**config.mk**
```make
export PLATFORM = sky130hd
export DESIGN_NAME = grid_segment_cell_walk
export DESIGN_NICKNAME = d
export VERILOG_FILES = /design/src/gscw_pkg.sv /design/src/gscw_axis.sv /design/src/gscw_err_unit.sv /design/src/gscw_ctrl.sv /design/src/grid_segment_cell_walk.sv
export SDC_FILE = /design/constraint.sdc
export NUM_CORES = 1
export LEC_CHECK = 0
export BUFFER_PORTS_ARGS = -buffer_cell sky130_fd_sc_hd__buf_2
export CORE_ASPECT_RATIO = 1.25
export CORE_MARGIN = 1.5
export CORE_UTILIZATION = 57
export DETAILED_ROUTE_END_ITERATION = 12
export PLACE_DENSITY = 0.88
export SLEW_MARGIN = 15
export SYNTH_ARGS = -nofsm -noshare
export SYNTH_HDL_FRONTEND = slang
export SYNTH_HIERARCHICAL = 1
export SYNTH_SLANG_ARGS = --single-unit
```
**constraint.sdc**
```tcl
create_clock -name clk -period 6.04 [get_ports clk]
set_input_delay 1.812 -clock clk [delete_from_list [all_inputs] [get_ports clk]]
set_output_delay 1.812 -clock clk [all_outputs]
set_load 0.01 [all_outputs]
```
**src/gscw_pkg.sv**
```systemverilog
// Shared types, constants and control structures for the grid segment cell walk.
`default_nettype none
package gscw_pkg;

  localparam int MAX_STEPS = 64;
  localparam int STEP_W    = (MAX_STEPS > 1) ? $clog2(MAX_STEPS) : 1;

  localparam int COORD_W = 20;
  localparam int SPAN_W  = 20;
  localparam int NUM_W   = 16;   // 256 + MAX_STEPS * 256 fits
  localparam int SEED_W  = 9;    // first numerator is at most 256
  localparam int PROD_W  = SEED_W + SPAN_W;
  localparam int ERR_W   = 37;   // signed difference of the two cross products
  localparam int FRAC_W  = 8;

  localparam logic [NUM_W-1:0] UNIT = NUM_W'(256);

  typedef logic signed [COORD_W-1:0] coord_t;
  typedef logic [SPAN_W-1:0]         span_t;
  typedef logic [NUM_W-1:0]          num_t;
  typedef logic [PROD_W-1:0]         prod_t;
  typedef logic signed [ERR_W-1:0]   err_t;
  typedef logic [STEP_W-1:0]         step_t;

  typedef enum logic [2:0] {
    S_IDLE,
    S_MUL_X,
    S_MUL_Y,
    S_DIFF,
    S_WALK
  } state_t;

  // Sequencer to datapath
  typedef struct packed {
    logic load;
    logic mul_x;
    logic mul_y;
    logic diff;
    logic walk;
  } ctrl_t;

  // Datapath to sequencer
  typedef struct packed {
    logic done;
  } stat_t;

endpackage
`default_nettype wire

```
**src/gscw_axis.sv**
```systemverilog
// One axis: step sign, span, crossing numerator and current coordinate.
`default_nettype none
module gscw_axis (
  input  wire logic            clk,
  input  wire logic            load,
  input  wire logic            step,
  input  wire gscw_pkg::coord_t b,
  input  wire gscw_pkg::coord_t e,
  output gscw_pkg::coord_t     coord,
  output gscw_pkg::span_t      span,
  output gscw_pkg::num_t       num,
  output logic                 fin,
  output logic                 reached_now,
  output logic                 reached_adv
);
  import gscw_pkg::*;

  logic                 neg;
  logic signed [COORD_W:0] d;
  logic [COORD_W:0]     mag;
  logic                 d_zero;
  logic                 d_pos;
  num_t                 frac;
  num_t                 num0;
  logic [SPAN_W:0]      num_now_w;
  logic [SPAN_W:0]      num_adv_w;

  assign d      = {e[COORD_W-1], e} - {b[COORD_W-1], b};
  assign d_zero = (d == '0);
  assign d_pos  = !d[COORD_W] && !d_zero;
  assign mag    = d[COORD_W] ? (~d + 1'b1) : d;
  assign frac   = NUM_W'(b[FRAC_W-1:0]);
  // negative direction: first crossing sits at the fraction itself
  assign num0   = d_pos ? (UNIT - frac) : (d_zero ? '0 : frac);

  always_ff @(posedge clk) begin
    if (load) begin
      coord <= b;
      span  <= mag[SPAN_W-1:0];
      num   <= num0;
      fin   <= !d_zero;
      neg   <= d[COORD_W];
    end else if (step) begin
      num <= num + UNIT;
      if (fin) begin
        coord <= neg ? coord - COORD_W'(UNIT) : coord + COORD_W'(UNIT);
      end
    end
  end

  assign num_now_w   = (SPAN_W+1)'(num);
  assign num_adv_w   = (SPAN_W+1)'(num) + (SPAN_W+1)'(UNIT);
  assign reached_now = num_now_w >= {1'b0, span};
  assign reached_adv = num_adv_w >= {1'b0, span};

endmodule
`default_nettype wire

```
**src/gscw_err_unit.sv**
```systemverilog
// Shared multiplier and adder holding the cross-product difference nx*sy - ny*sx.
`default_nettype none
module gscw_err_unit (
  input  wire logic            clk,
  input  wire gscw_pkg::ctrl_t ctl,
  input  wire logic            x_first,
  input  wire gscw_pkg::num_t  num_x,
  input  wire gscw_pkg::num_t  num_y,
  input  wire gscw_pkg::span_t span_x,
  input  wire gscw_pkg::span_t span_y,
  output logic                 err_neg
);
  import gscw_pkg::*;

  prod_t               prod;
  err_t                err;
  logic [SEED_W-1:0]   mul_a;
  span_t               mul_b;
  err_t                addend;
  logic                sub;
  err_t                err_next;

  assign mul_a = ctl.mul_y ? num_y[SEED_W-1:0] : num_x[SEED_W-1:0];
  assign mul_b = ctl.mul_y ? span_x : span_y;

  always_comb begin
    addend = '0;
    sub    = 1'b0;
    if (ctl.mul_y) begin
      addend = ERR_W'(prod);
    end else if (ctl.diff) begin
      addend = ERR_W'(prod);
      sub    = 1'b1;
    end else if (ctl.walk) begin
      if (x_first) begin
        addend = ERR_W'({span_y, 8'b0});
      end else begin
        addend = ERR_W'({span_x, 8'b0});
        sub    = 1'b1;
      end
    end
  end

  assign err_next = err + (addend ^ {ERR_W{sub}}) + ERR_W'(sub);

  always_ff @(posedge clk) begin
    if (ctl.mul_x || ctl.mul_y) begin
      prod <= mul_a * mul_b;
    end
    if (ctl.load) begin
      err <= '0;
    end else if (ctl.mul_y || ctl.diff || ctl.walk) begin
      err <= err_next;
    end
  end

  assign err_neg = err[ERR_W-1];

endmodule
`default_nettype wire

```
**src/gscw_ctrl.sv**
```systemverilog
// Sequencer: setup multiplies, then one walk step per cycle with a step count.
`default_nettype none
module gscw_ctrl (
  input  wire logic            clk,
  input  wire logic            rst,
  input  wire logic            start,
  input  wire gscw_pkg::stat_t stat,
  output gscw_pkg::ctrl_t      ctl,
  output logic                 busy,
  output logic                 walk_end,
  output logic                 walk_trunc
);
  import gscw_pkg::*;

  state_t state;
  state_t state_next;
  step_t  k;
  logic   at_limit;

  assign at_limit = (k == STEP_W'(MAX_STEPS - 1));

  always_ff @(posedge clk) begin
    if (rst) begin
      state <= S_IDLE;
    end else begin
      state <= state_next;
    end
  end

  always_ff @(posedge clk) begin
    if (ctl.load) begin
      k <= '0;
    end else if (ctl.walk) begin
      k <= k + 1'b1;
    end
  end

  always_comb begin
    state_next = state;
    ctl        = '0;
    busy       = 1'b1;
    walk_end   = 1'b0;
    walk_trunc = 1'b0;
    case (state)
      S_IDLE: begin
        busy = 1'b0;
        if (start) begin
          ctl.load   = 1'b1;
          state_next = S_MUL_X;
        end
      end
      S_MUL_X: begin
        ctl.mul_x  = 1'b1;
        state_next = S_MUL_Y;
      end
      S_MUL_Y: begin
        ctl.mul_y  = 1'b1;
        state_next = S_DIFF;
      end
      S_DIFF: begin
        ctl.diff   = 1'b1;
        state_next = S_WALK;
      end
      S_WALK: begin
        ctl.walk   = 1'b1;
        walk_end   = stat.done || at_limit;
        walk_trunc = !stat.done && at_limit;
        if (walk_end) begin
          state_next = S_IDLE;
        end
      end
      default: begin
        state_next = S_IDLE;
      end
    endcase
  end

endmodule
`default_nettype wire

```
**src/grid_segment_cell_walk.sv**
```systemverilog
// Top level of the grid segment cell walk.
//
// Walks the unit grid cells crossed by a segment in signed Q12.8 and gives
// one point per step along the axis whose next crossing comes first.
//
// Input channel: begin_x/begin_y/end_x/end_y are taken when start is high
// and busy is low; busy stays high until the last point has been produced.
// Output channel: each point shows on cell_x/cell_y for one cycle with
// strobe high; last_cell marks the final point and truncated marks a walk
// cut short at MAX_STEPS. The receiver has no way to stall, so every
// strobe cycle is a completed transfer.
//
// Timing: the accepting edge loads the axes, then the setup states S_MUL_X,
// S_MUL_Y and S_DIFF run on the shared multiplier and adder (two seed
// products, then their difference), then one walk step per cycle through
// that same adder. Each walk step registers one point, shown with strobe;
// the points follow every cycle up to the final one. A new segment may be
// started in the cycle that shows the final point.
//
// Reset: synchronous rst returns the sequencer to idle and clears strobe.
`default_nettype none
module grid_segment_cell_walk (
  input  wire logic            clk,
  input  wire logic            rst,
  input  wire logic            start,
  output logic                 busy,
  input  wire gscw_pkg::coord_t begin_x,
  input  wire gscw_pkg::coord_t begin_y,
  input  wire gscw_pkg::coord_t end_x,
  input  wire gscw_pkg::coord_t end_y,
  output logic                 strobe,
  output gscw_pkg::coord_t     cell_x,
  output gscw_pkg::coord_t     cell_y,
  output logic                 last_cell,
  output logic                 truncated
);
  import gscw_pkg::*;

  ctrl_t ctl;
  stat_t stat;
  logic  walk_end;
  logic  walk_trunc;
  logic  err_neg;
  logic  x_first;

  span_t span_x, span_y;
  num_t  num_x, num_y;
  logic  fin_x, fin_y;
  logic  now_x, now_y, adv_x, adv_y;

  // x wins only on a strictly earlier crossing; ties and double infinity go to y
  assign x_first = fin_x && (!fin_y || err_neg);

  // walk is over once both crossing parameters have reached one
  assign stat.done = (!fin_x || (x_first ? adv_x : now_x)) &&
                     (!fin_y || (x_first ? now_y : adv_y));

  gscw_ctrl u_ctrl (
    .clk        (clk),
    .rst        (rst),
    .start      (start),
    .stat       (stat),
    .ctl        (ctl),
    .busy       (busy),
    .walk_end   (walk_end),
    .walk_trunc (walk_trunc)
  );

  gscw_axis u_axis_x (
    .clk         (clk),
    .load        (ctl.load),
    .step        (ctl.walk && x_first),
    .b           (begin_x),
    .e           (end_x),
    .coord       (cell_x),
    .span        (span_x),
    .num         (num_x),
    .fin         (fin_x),
    .reached_now (now_x),
    .reached_adv (adv_x)
  );

  gscw_axis u_axis_y (
    .clk         (clk),
    .load        (ctl.load),
    .step        (ctl.walk && !x_first),
    .b           (begin_y),
    .e           (end_y),
    .coord       (cell_y),
    .span        (span_y),
    .num         (num_y),
    .fin         (fin_y),
    .reached_now (now_y),
    .reached_adv (adv_y)
  );

  gscw_err_unit u_err (
    .clk     (clk),
    .ctl     (ctl),
    .x_first (x_first),
    .num_x   (num_x),
    .num_y   (num_y),
    .span_x  (span_x),
    .span_y  (span_y),
    .err_neg (err_neg)
  );

  // The axis coordinate registers double as the result registers: they hold
  // the stepped point through the strobe cycle.
  always_ff @(posedge clk) begin
    if (rst) begin
      strobe    <= 1'b0;
      last_cell <= 1'b0;
      truncated <= 1'b0;
    end else begin
      strobe    <= ctl.walk;
      last_cell <= walk_end;
      truncated <= walk_trunc;
    end
  end

endmodule
`default_nettype wire

```
After elaboration in Yosys (flattened, before gate mapping). Index checks and enable logic that the tools add are counted.

Bits of input ports: 83. Bits in registers: 194. Output and inout bits: 44.

$lt $le $gt $ge: 4. Reduce and logical (&&, ||, !) cells: 33. Eq/ne operators: 7. Bitwise operators: 4. $add $sub $neg: 17. $mul: 1. Muxes and demuxes: 40.

Operator list (count): $mux W20 (11); $mux W16 (8); $mux W37 (3); $ge A21 B20 Y1 (2); $logic_not A21 Y1 (2); $sub A20 B20 Y21 (2); $add A20 B1 Y20 const B (2); $add A20 B9 Y20 const B (2); $ge A16 B20 Y1 (2); $not A20 Y20 (2); $sub A20 B9 Y20 const B (2); $add A37 B1 Y37 (1); $add A37 B37 Y37 (1); $xor A37 B37 Y37 (1); $add A16 B9 Y17 const B (2); $add A16 B9 Y16 const B (2); $mul A9 B20 Y29 (1); $mux W28 (1); $sub A10 B8 Y11 const A (2); $pmux W3 S5 (1); $mux W1 (13); $mux W9 (1); $logic_not A1 Y1 (8); $reduce_bool A2 Y1 (4); other kinds (14) (30).

Depth between registers and ports, before layout. Gate-level depths: netlist of the first run.

Depth in word-level cells: 10. Depth in mapped cells: 26.

Modules after synthesis. Netlist of the first run, hierarchy kept.

Modules (own cells, without submodules): gscw_err_unit (times used 1, area each 10586.4 um2, seq. area each 1611.5 um2, cells an instance 1269); gscw_axis (u_axis_x) (times used 1, area each 5127.4 um2, seq. area each 1741.7 um2, cells an instance 554); gscw_axis (u_axis_y) (times used 1, area each 5072.4 um2, seq. area each 1741.7 um2, cells an instance 548); gscw_ctrl (times used 1, area each 430.4 um2, seq. area each 180.2 um2, cells an instance 51); grid_segment_cell_walk (times used 1, area each 147.6 um2, seq. area each 60.1 um2, cells an instance 16).

Worst setup path after synthesis of the first run. OpenSTA, ideal clock, no wires.

Path kind: register to register. Start point: reg u_ctrl.state[1]. End point: reg u_err.prod[25] (data pin). Arrival time: 6.112 ns. Required time: 5.782 ns. Slack: -0.330 ns. Buffers on the path: 3. Stages on the path, launching flop included: 24. Setup time: 0.258 ns. Path through: dfxtp_1 nor3b_1 buf_4 clkbuf_1 clkbuf_1 mux2i_1 nor2_1 fa_1 fa_1 fa_1 inv_1 fa_1 inv_1 ha_1 nand3_1 inv_1 nand4_1 o31a_1 a32o_1 o21ai_0 a21bo_2 a21o_1 a21oi_1 xnor2_1.

RTL lines: from (decl) (RTL line gscw_ctrl.sv:15) `state_t state;`; from (signal assigned) (RTL line gscw_ctrl.sv:26) `state <= state_next;`; to (signal assigned) (RTL line gscw_err_unit.sv:48) `prod <= mul_a * mul_b;`; to (decl) (RTL line gscw_err_unit.sv:15) `prod_t prod;`.

==> run metrics, run 1 <==
ranking of synthesized cells by area edfxtp_1, fa_1, ha_1; Worst-path clk slew 0.08 ns; min Tclk post-route 5.93 ns; Crit path required time 6.27 ns; wl on met1 21600 microns; Slew Limit Fails 0; Crit. End Element flop; maximum vdd drop 0.416 mV; Mapped Nets 2854; Startpoint Class flop; die width 176 microns; Leakage 0.0111 uW; met2 wire len 28200 microns; max layer used met4; via count of the routed design 18400; area post-placement 22600 sq um; status completed; CTS max path bufs 2; grt total ovfl 0; clk sink count 194; Yosys warnings 6; Slew HR 45.3%; DRT iter0 DRCs 1478; die area 38700 sq um; io pins 127; Synth cell types 106; max cap viols 0; RSZ-0062 raised after global routing yes; critical path type reg2reg; f_max 169 MHz; most common cell in the netlist inv_1; pre-CTS WS -0.118 ns; Clock Latency Late Sink 0.49 ns; # DRC 0; # port buffers 126; Post-synth EDFFs 145; FF-to-FF Start u_ctrl/state[2]; Critical path origin u_ctrl/state[2]; Mapped Area 21400 sq um; CTS buffer count 17; cell count after synthesis 2438; Finish-stage setup viols 0; TritonCTS clock tree yes; initial antenna violation count 0; hold wc startpoint u_err/err[17]; endpoints failing hold 0; Hold WC Path Type reg2reg; final period utilization 98.2%; asr flop ratio synth 0%; share of post-route cells with drive strength above 1 13.0%; Initial Utilization 57.6%; # hold bufs at CTS 0; sequential area share after synthesis 25.0%; skew final 0.0171 ns; routed wl met3 2770 microns; Yosys top cell by area edfxtp_1; WL per Instance 18.1 microns; CP max FO 7; depth of the CTS H-tree 4; Core ar. 37100 sq um; final core utilization 63.9%; Area Growth Syn to Fin 10.9%; total wire length 55300 microns; post-synth top area share 20.4%; ANT nets after route 0; Finished Cell Area 23700 sq um; worst slew pin tran 0.821 ns; Top FF cell, synth edfxtp_1; most instantiated cells after synthesis inv_1, nand2_1, nor2_1; Final WS setup 0.110 ns; drt pass-1 iters 7; FF+latch count, synth 194; reg2reg setup slack 0.11 ns; Vias/cell 6.01; RePlAce Congestion 0.997; Total Nets Final 2970; placed wire-length estimate 42800 microns; largest net degree at the start of global routing 59; die height 219 microns; first-pass GRT wire length 87100 microns; Row Count 79; syn avg cell area 8.76 sq um; PD cells 508 nW/um^2; clk root buf clkbuf_16; vias in the first global route 18400; GRT Total Usage 28.1%; Arr. time, crit path 6.16 ns
## power breakdown
part           internal [uW]  total (uW)  switching, uW  leakage [uW]
logic                   3760        8570           4810       0.00904
registers               2120        2350            229       0.00179
clock network            545        1120            573      0.000273
## state kept, by name (all words and copies together), names as in the netlist, 3 cells and up
name / cells
u_axis_y/span: 20
u_axis_y/coord: 20
u_err/err: 37
u_axis_x/span: 20
u_ctrl/state: 3
u_ctrl/k: 6
u_axis_x/coord: 20
u_axis_x/num: 16
u_err/prod: 29
u_axis_y/num: 16
## layout make-up
cell class              count  area (sq um)
diodes                      1          2.50
clock buffers              17           425
clock inverters            15           138
fillers                  2988         13400
inverters                 285          1070
multi-input cells        1870         14900
flip-flops and latches    194          5340
well taps                 486           608
repair buffers            186          1220
## worst max-delay path, cell delays in order, from the launching register on
cell	delay, ns
dfxtp_4	0.36
nor3b_4	0.30
clkbuf_16	0.25
mux2i_1	0.22
buf_4	0.17
buf_12	0.11
nor2_1	0.06
fa_1	0.42
fa_1	0.56
inv_1	0.06
fa_1	0.47
fa_1	0.54
inv_1	0.06
ha_4	0.26
o21a_1	0.18
o31a_1	0.14
o41a_1	0.46
nand4_1	0.15
a22o_1	0.24
o21ai_4	0.11
a41o_1	0.21
o21ai_1	0.12
nand2b_1	0.07
xor2_1	0.13
## cell families after synthesis
| family | count (synthesis) | synth area share, % |
|---|---|---|
| multiplexers | 80 | 3.89 |
| adder cells (fa/ha/maj) | 333 | 24.1 |
| flip-flops | 194 | 25.0 |
| buffers and inverters | 374 | 6.67 |
| AND/OR/NAND/NOR | 770 | 17.1 |
| AO/OA/AOI/OAI | 515 | 16.1 |
| XOR/XNOR | 172 | 7.05 |
## path summary, 6_finish.rpt
path | end | cells after the start
max | u_err/prod[26] | 23
min | u_err/err[17] | 2
min reg2reg | u_err/err[17] | 2
max reg2reg | u_err/prod[26] | 23
## through the flow
stage	total power (uW)	setup TNS [ns]	hold slack (ns)	cells
finish	12000	0	0.459	3054
global route	13100	-0.278	0.482	3053
CTS	11300	0	0.457	3035
detailed placement	10200	-0.233	0.447	3003
global placement	9780	0	0.442	3003
floorplan	8410	0	0.430	2438
## layout by cell type (no fill, tap or decap), types with 9 or more instances in the layout
| master | n |
|---|---|
| or3_1 | 10 |
| buf_2 | 126 |
| a211oi_1 | 21 |
| nor4_1 | 11 |
| edfxtp_1 | 145 |
| fa_1 | 132 |
| nand2b_1 | 28 |
| mux2i_1 | 42 |
| o211ai_1 | 10 |
| inv_1 | 278 |
| and2_1 | 19 |
| xor2_1 | 83 |
| nor3_1 | 29 |
| a22o_1 | 10 |
| o21a_1 | 20 |
| a31oi_1 | 21 |
| a21o_1 | 54 |
| nor2_1 | 221 |
| o21ai_0 | 115 |
| nand4_1 | 17 |
| o31ai_1 | 16 |
| a21oi_1 | 129 |
| dfxtp_1 | 48 |
| clkbuf_16 | 20 |
| ha_1 | 196 |
| o2111ai_1 | 9 |
| and3_1 | 27 |
| nor2b_1 | 27 |
| nand3_1 | 42 |
| xnor2_1 | 89 |
| mux2_2 | 17 |
| buf_4 | 44 |
| o21ai_1 | 12 |
| nand2_1 | 273 |
## layer usage
layer  track usage [%]  vias to the layer above
met4              16.0                        0
li1                  -                     8657
met1              31.9                     8830
met3              3.54                      172
met5                 0                        -
met2              50.8                      704
## repair_timing
action                                  in CTS  in global routing
hold endpoints to repair                     0                  0
resized for setup                            3                 62
endpoints found under the setup margin       2                 11
setup buffers                                0                 13
pin swaps                                    0                 16
cloned                                       0                  5
(Power assumes the default switching activity.)
==> run 2: changes to the inputs <==
==> constraint.sdc (replaced) <==
create_clock -name clk -period 6.04 [get_ports clk]
set_input_delay 0.604 -clock clk [delete_from_list [all_inputs] [get_ports clk]]
set_output_delay 0.604 -clock clk [all_outputs]
set_load 0.01 [all_outputs]
==> run 2 against run 1 <==
  * Non-clock buffer count grew 13
  * Global-route usage is 0.30 points higher
  * Critical path depth increased by 2
  * Via count decreased by 0.64%
  * Design area up 0.90%
  * Die area unchanged
  * Highest routed layer unchanged
==> run metrics, run 2 (synthesized netlist as in run 1, its figures left out) <==
CTS buffer count 17; reg2reg setup slack 0.07 ns; Area Growth Syn to Fin 11.9%; area of the multi-input gates 14900 sq um; cell family with most CP delay adder cells; PD cells 526 nW/um^2; Total Nets Final 2983; Arr. time, crit path 6.20 ns; via count of the routed design 18200; TritonCTS clock tree yes; worst path bufs/invs 8; Clock Latency Late Sink 0.48 ns; Seq pwr share 18.8%; Antenna diodes 0; Worst-path clk slew 0.08 ns; Vias/cell 5.95; die width 176 microns; Reg area 5340 sq um; clk root buf clkbuf_16; Crit path required time 6.26 ns; Int Pwr 6750 uW; Leakage 0.0112 uW; GRT Total Usage 28.4%; Initial Utilization 57.6%; CP max-delay cell fa_1; grt total ovfl 0; max cap viols 0; final non-filler cell total 3066; final core utilization 64.5%; Net Sw Frac 46.3%; Slew Limit Fails 0; RePlAce Congestion 0.971; skew final 0.0144 ns; largest registers u_err/err: 37 flops, u_err/prod: 29 flops; Crit. End Element flop; Core ar. 37100 sq um; # DRC 0; status completed; largest net degree at the start of global routing 79; max reg flops 37; placed wire-length estimate 42500 microns; WL per Instance 18.0 microns; total wire length 55300 microns; ANT nets after route 0; clock share of power 10.2%; worst slew pin tran 0.848 ns; f_max 167 MHz; slowest stage delay, CP 0.53 ns; Row Count 79; Post-Place Cells 3005; Finish-stage setup viols 0; die area 38700 sq um; CP most frequent cell fa_1; min Tclk post-route 5.97 ns; net switching power figure 5830 uW; DRT iter0 DRCs 1325; # port buffers 126; clk sink count 194; maximum vdd drop 0.481 mV; die height 219 microns; Logic pwr share 71.1%; Slew HR 43.5%; share of post-route cells with drive strength above 1 13.7%; io pins 127; CTS max path bufs 2; initial antenna violation count 0; drt pass-1 iters 6; Startpoint Class flop; vias in the first global route 18300; fill count 2853; CP max FO 7; Hold WC Path Type in2reg; Top reg by flops u_err/err; first-pass GRT wire length 87700 microns; critical path type reg2reg; most frequent cells in the layout inv_1, nand2_1, nor2_1, ha_1, edfxtp_1; depth of the CTS H-tree 4; commonest non-fill, non-tap cell in the layout inv_1; endpoints failing hold 0; final period utilization 98.9%
run 2: cell types whose count changed in the layout (fill, tap and decap cells not counted), moves of 3 or more:
| cell | previous run | this run |
|---|---|---|
| a21oi_1 | 129 | 126 |
| bufinv_16 | 0 | 3 |
| buf_4 | 44 | 55 |
| a21oi_2 | 5 | 8 |
run 2: cell type report:
type                            instances  area share, %
Timing Repair Buffer                  199           5.66
Sequential cell                       194           22.3
Clock inverter                         15          0.952
Multi-Input combinational cell       1870           62.3
Tap cell                              486           2.54
Inverter                              285           4.49
Clock buffer                           17           1.78
run 2: stage by stage:
step	worst slack (ns)	setup TNS (ns)	hold slack, ns	total power [uW]	cell area [sq um]
2_1_floorplan	0.00507	0	0.430	8410	21400
3_3_place_gp	0.113	0	0.440	9800	22700
3_5_place_dp	-0.0813	-0.188	0.444	10200	22700
4_1_cts	0.00493	0	0.365	11600	23300
5_1_grt	-0.154	-0.318	0.388	13700	23900
6_report	0.0659	0	0.388	12600	23900
run 2: path summary, 6_finish.rpt:
path / startpoint / end / depth (start not counted)
worst max register to register: u_ctrl/state[2] / u_err/prod[25] / 25
worst max-delay path: u_ctrl/state[2] / u_err/prod[25] / 25
worst min-delay path: rst / last_cell / 2
worst min register to register: u_err/err[29] / u_err/err[29] / 2
run 2: power groups by stage:
| stage | Combinational [uW] | Clock [uW] | Sequential [uW] |
|---|---|---|---|
| after global routing | 9960 | 1350 | 2380 |
| after CTS | 7930 | 1300 | 2350 |
| after floorplan | 6120 | 0 | 2290 |
| final | 8940 | 1280 | 2360 |
| after detailed placement | 7840 | 0 | 2380 |
| after global placement | 7430 | 0 | 2360 |
run 2: layer usage:
layer	vias up	track usage [%]	part of all wire, %	wire length (microns)
li1	8698	-	-	-
met1	8721	31.5	39	21400
met2	665	53.0	52	28600
met3	161	3.74	5.0	2760
met4	0	14.0	4.6	2530
met5	-	0	0	0
run 2: timing repair:
action                     4_1_cts  5_1_grt
setup buffers                    0       23
setup endpoints to repair        5        9
gates resized for setup          7       63
pin swaps                        0       22
cloned                           0        6
hold buffers                     0        0
==> run 3: changes to the inputs <==
BUFFER_PORTS_ARGS = -buffer_cell sky130_fd_sc_hd__clkbuf_2   (was -buffer_cell sky130_fd_sc_hd__buf_2)
SYNTH_HIERARCHICAL = default   (was 1)
==> run 3 against run 2 <==
  * Sequential cell count stayed put
  * Clock skew shrank 0.0027 ns
  * Count of clock-buffer cells in the layout up 3
  * Largest cell class unchanged
  * Critical endpoint is now u_err.prod[28]
  * Global-route usage is 2.5 points higher
  * Final cell count decreased by 0.36%
  * Via count down 0.27%
==> run metrics, run 3 <==
status completed; max cap viols 0; Slew Limit Fails 0; critical path type reg2reg; share of post-route cells with drive strength above 1 12.2%; drt pass-1 iters 7; Core ar. 36100 sq um; die width 174 microns; # port buffers 126; first-pass GRT wire length 92500 microns; area post-placement 22400 sq um; endpoints failing hold 0; PD cells 625 nW/um^2; Leakage 0.0107 uW; final period utilization 96.8%; sequential area share after synthesis 25.6%; TritonCTS clock tree yes; worst slew pin tran 1.01 ns; die height 217 microns; GRT Total Usage 30.9%; Area Growth Syn to Fin 11.3%; ranking of synthesized cells by area edfxtp_1, fa_1, ha_1; net switching power figure 7300 uW; min Tclk post-route 5.85 ns; Mapped Nets 2828; CTS buffer count 17; ANT nets after route 0; Row Count 78; Total Nets Final 2975; io pins 127; Worst-path clk slew 0.08 ns; Finished Cell Area 23200 sq um; max reg flops 37; Hold WC Path Type in2reg; grt total ovfl 0; Int Pwr 7190 uW; Post-synth EDFFs 145; cell count after synthesis 2412; commonest non-fill, non-tap cell in the layout inv_1; CTS max path bufs 2; skew final 0.0117 ns; Yosys warnings 0; syn avg cell area 8.63 sq um; met3 Use GR 5.54%; RePlAce Congestion 1.03; largest net degree at the start of global routing 74; total wire length 58300 microns; Startpoint Class flop; WL per Instance 19.1 microns; Top FF cell, synth edfxtp_1; largest registers u_err.err: 37 flops, u_err.prod: 29 flops; Initial Utilization 57.7%; met1 Use GR 35.2%; die area 37700 sq um; final core utilization 64.1%; Crit. End Element flop; # DRC 0; most common cell in the netlist inv_1; worst path bufs/invs 7; Logic pwr share 75.0%; GRT met2 Usage 56.0%; Yosys top cell by area edfxtp_1; Arr. time, crit path 6.07 ns; DRT iter0 DRCs 1638; vias in the first global route 18100; Crit path required time 6.26 ns; Mapped Area 20800 sq um; asr flop ratio synth 0%; # hold bufs at CTS 0; Net Sw Frac 50.4%; Clock Latency Late Sink 0.47 ns; Vias/cell 5.96; CP most frequent cell fa_1; f_max 171 MHz; most instantiated cells after synthesis inv_1, nand2_1, nor2_1; post-synth top area share 20.9%; Seq pwr share 17.2%; slowest stage delay, CP 0.55 ns; most frequent cells in the layout inv_1, nand2_1, nor2_1, ha_1, a21oi_1; via count of the routed design 18200; cell family with most CP delay adder cells; FF+latch count, synth 194; depth of the CTS H-tree 4; Finish-stage setup viols 0; clk sink count 194; final non-filler cell total 3055; CP max FO 13; maximum vdd drop 0.649 mV; layer carrying the most global-route usage met2; Post-Place Cells 3011; Top reg by flops u_err.err; clock share of power 7.7%; CP max-delay cell fa_1; clk root buf clkbuf_16; Slew HR 32.5%; placed wire-length estimate 46600 microns; Synth cell types 89; initial antenna violation count 3; TNS Setup 0 ns
[run 3: cell types whose count changed in the layout (fill, tap and decap cells not counted), sizes merged, moves of 17 or more]
cell	delta
xnor2	+45
a222oi	+20
a21oi	+33
buf	-111
and3	-17
o21ai	-20
mux2	-18
clkbuf	+127
xor2	-22
nor2	+42
mux2i	-23
[run 3: final timing paths]
kind	slack, ns	endpoint	cells after the start	from
min reg2reg	0.46	u_err.err[27]	2	u_err.err[27]
max reg2reg	0.19	u_err.prod[28]	25	u_ctrl.state[1]
min	0.35	u_ctrl.state[0]	2	rst
max	0.19	u_err.prod[28]	25	u_ctrl.state[1]
[run 3: power by group through the flow]
| stage | clock network, uW | registers (uW) | logic, uW |
|---|---|---|---|
| after global routing | 1170 | 2510 | 12000 |
| final | 1120 | 2490 | 10900 |
| after floorplan | 0 | 2420 | 6960 |
| after global placement | 0 | 2500 | 9780 |
| after detailed placement | 0 | 2510 | 10200 |
| after CTS | 1130 | 2480 | 10300 |
[run 3: per-layer routing]
| metal | vias to the layer above | wire length (microns) |
|---|---|---|
| li1 | 8544 | - |
| met2 | 752 | 29300 |
| met5 | - | 0 |
| met4 | 0 | 2850 |
| met1 | 8729 | 21900 |
| met3 | 170 | 4230 |
[run 3: per-stage QoR]
stage / hold WS, ns / power [uW] / setup slack [ns]
3_5_place_dp: 0.448 / 12700 / -0.200
4_1_cts: 0.333 / 14000 / 0.0181
3_3_place_gp: 0.442 / 12300 / -0.0601
2_1_floorplan: 0.432 / 9380 / 0.00142
5_1_grt: 0.354 / 15700 / -0.0694
6_report: 0.348 / 14500 / 0.193
[run 3: cell families after synthesis]
family / count (synthesis) / share of synthesized area, %
buffers and inverters: 379 / 7.00
flip-flops: 194 / 25.6
AND/OR/NAND/NOR: 774 / 16.9
adder cells (fa/ha/maj): 333 / 24.8
multiplexers: 39 / 1.91
AO/OA/AOI/OAI: 498 / 15.6
XOR/XNOR: 195 / 8.24
[run 3: timing repair]
| item | 4_1_cts | 5_1_grt |
|---|---|---|
| resized for setup | 2 | 24 |
| pin swaps | 1 | 9 |
| buffers inserted | 3 | 4 |
| cloned | 0 | 2 |
| setup endpoints to repair | 7 | 9 |
| hold endpoints to repair | 0 | 0 |
[run 3: layout make-up]
cell class,count,area [sq um]
fill,2991,12900
sequential,194,5340
inverter,296,1110
clock buffer,20,447
timing repair buffer,211,1360
multi-input combinational,1839,14200
antenna,3,7.51
clock inverter,12,104
tap,480,601
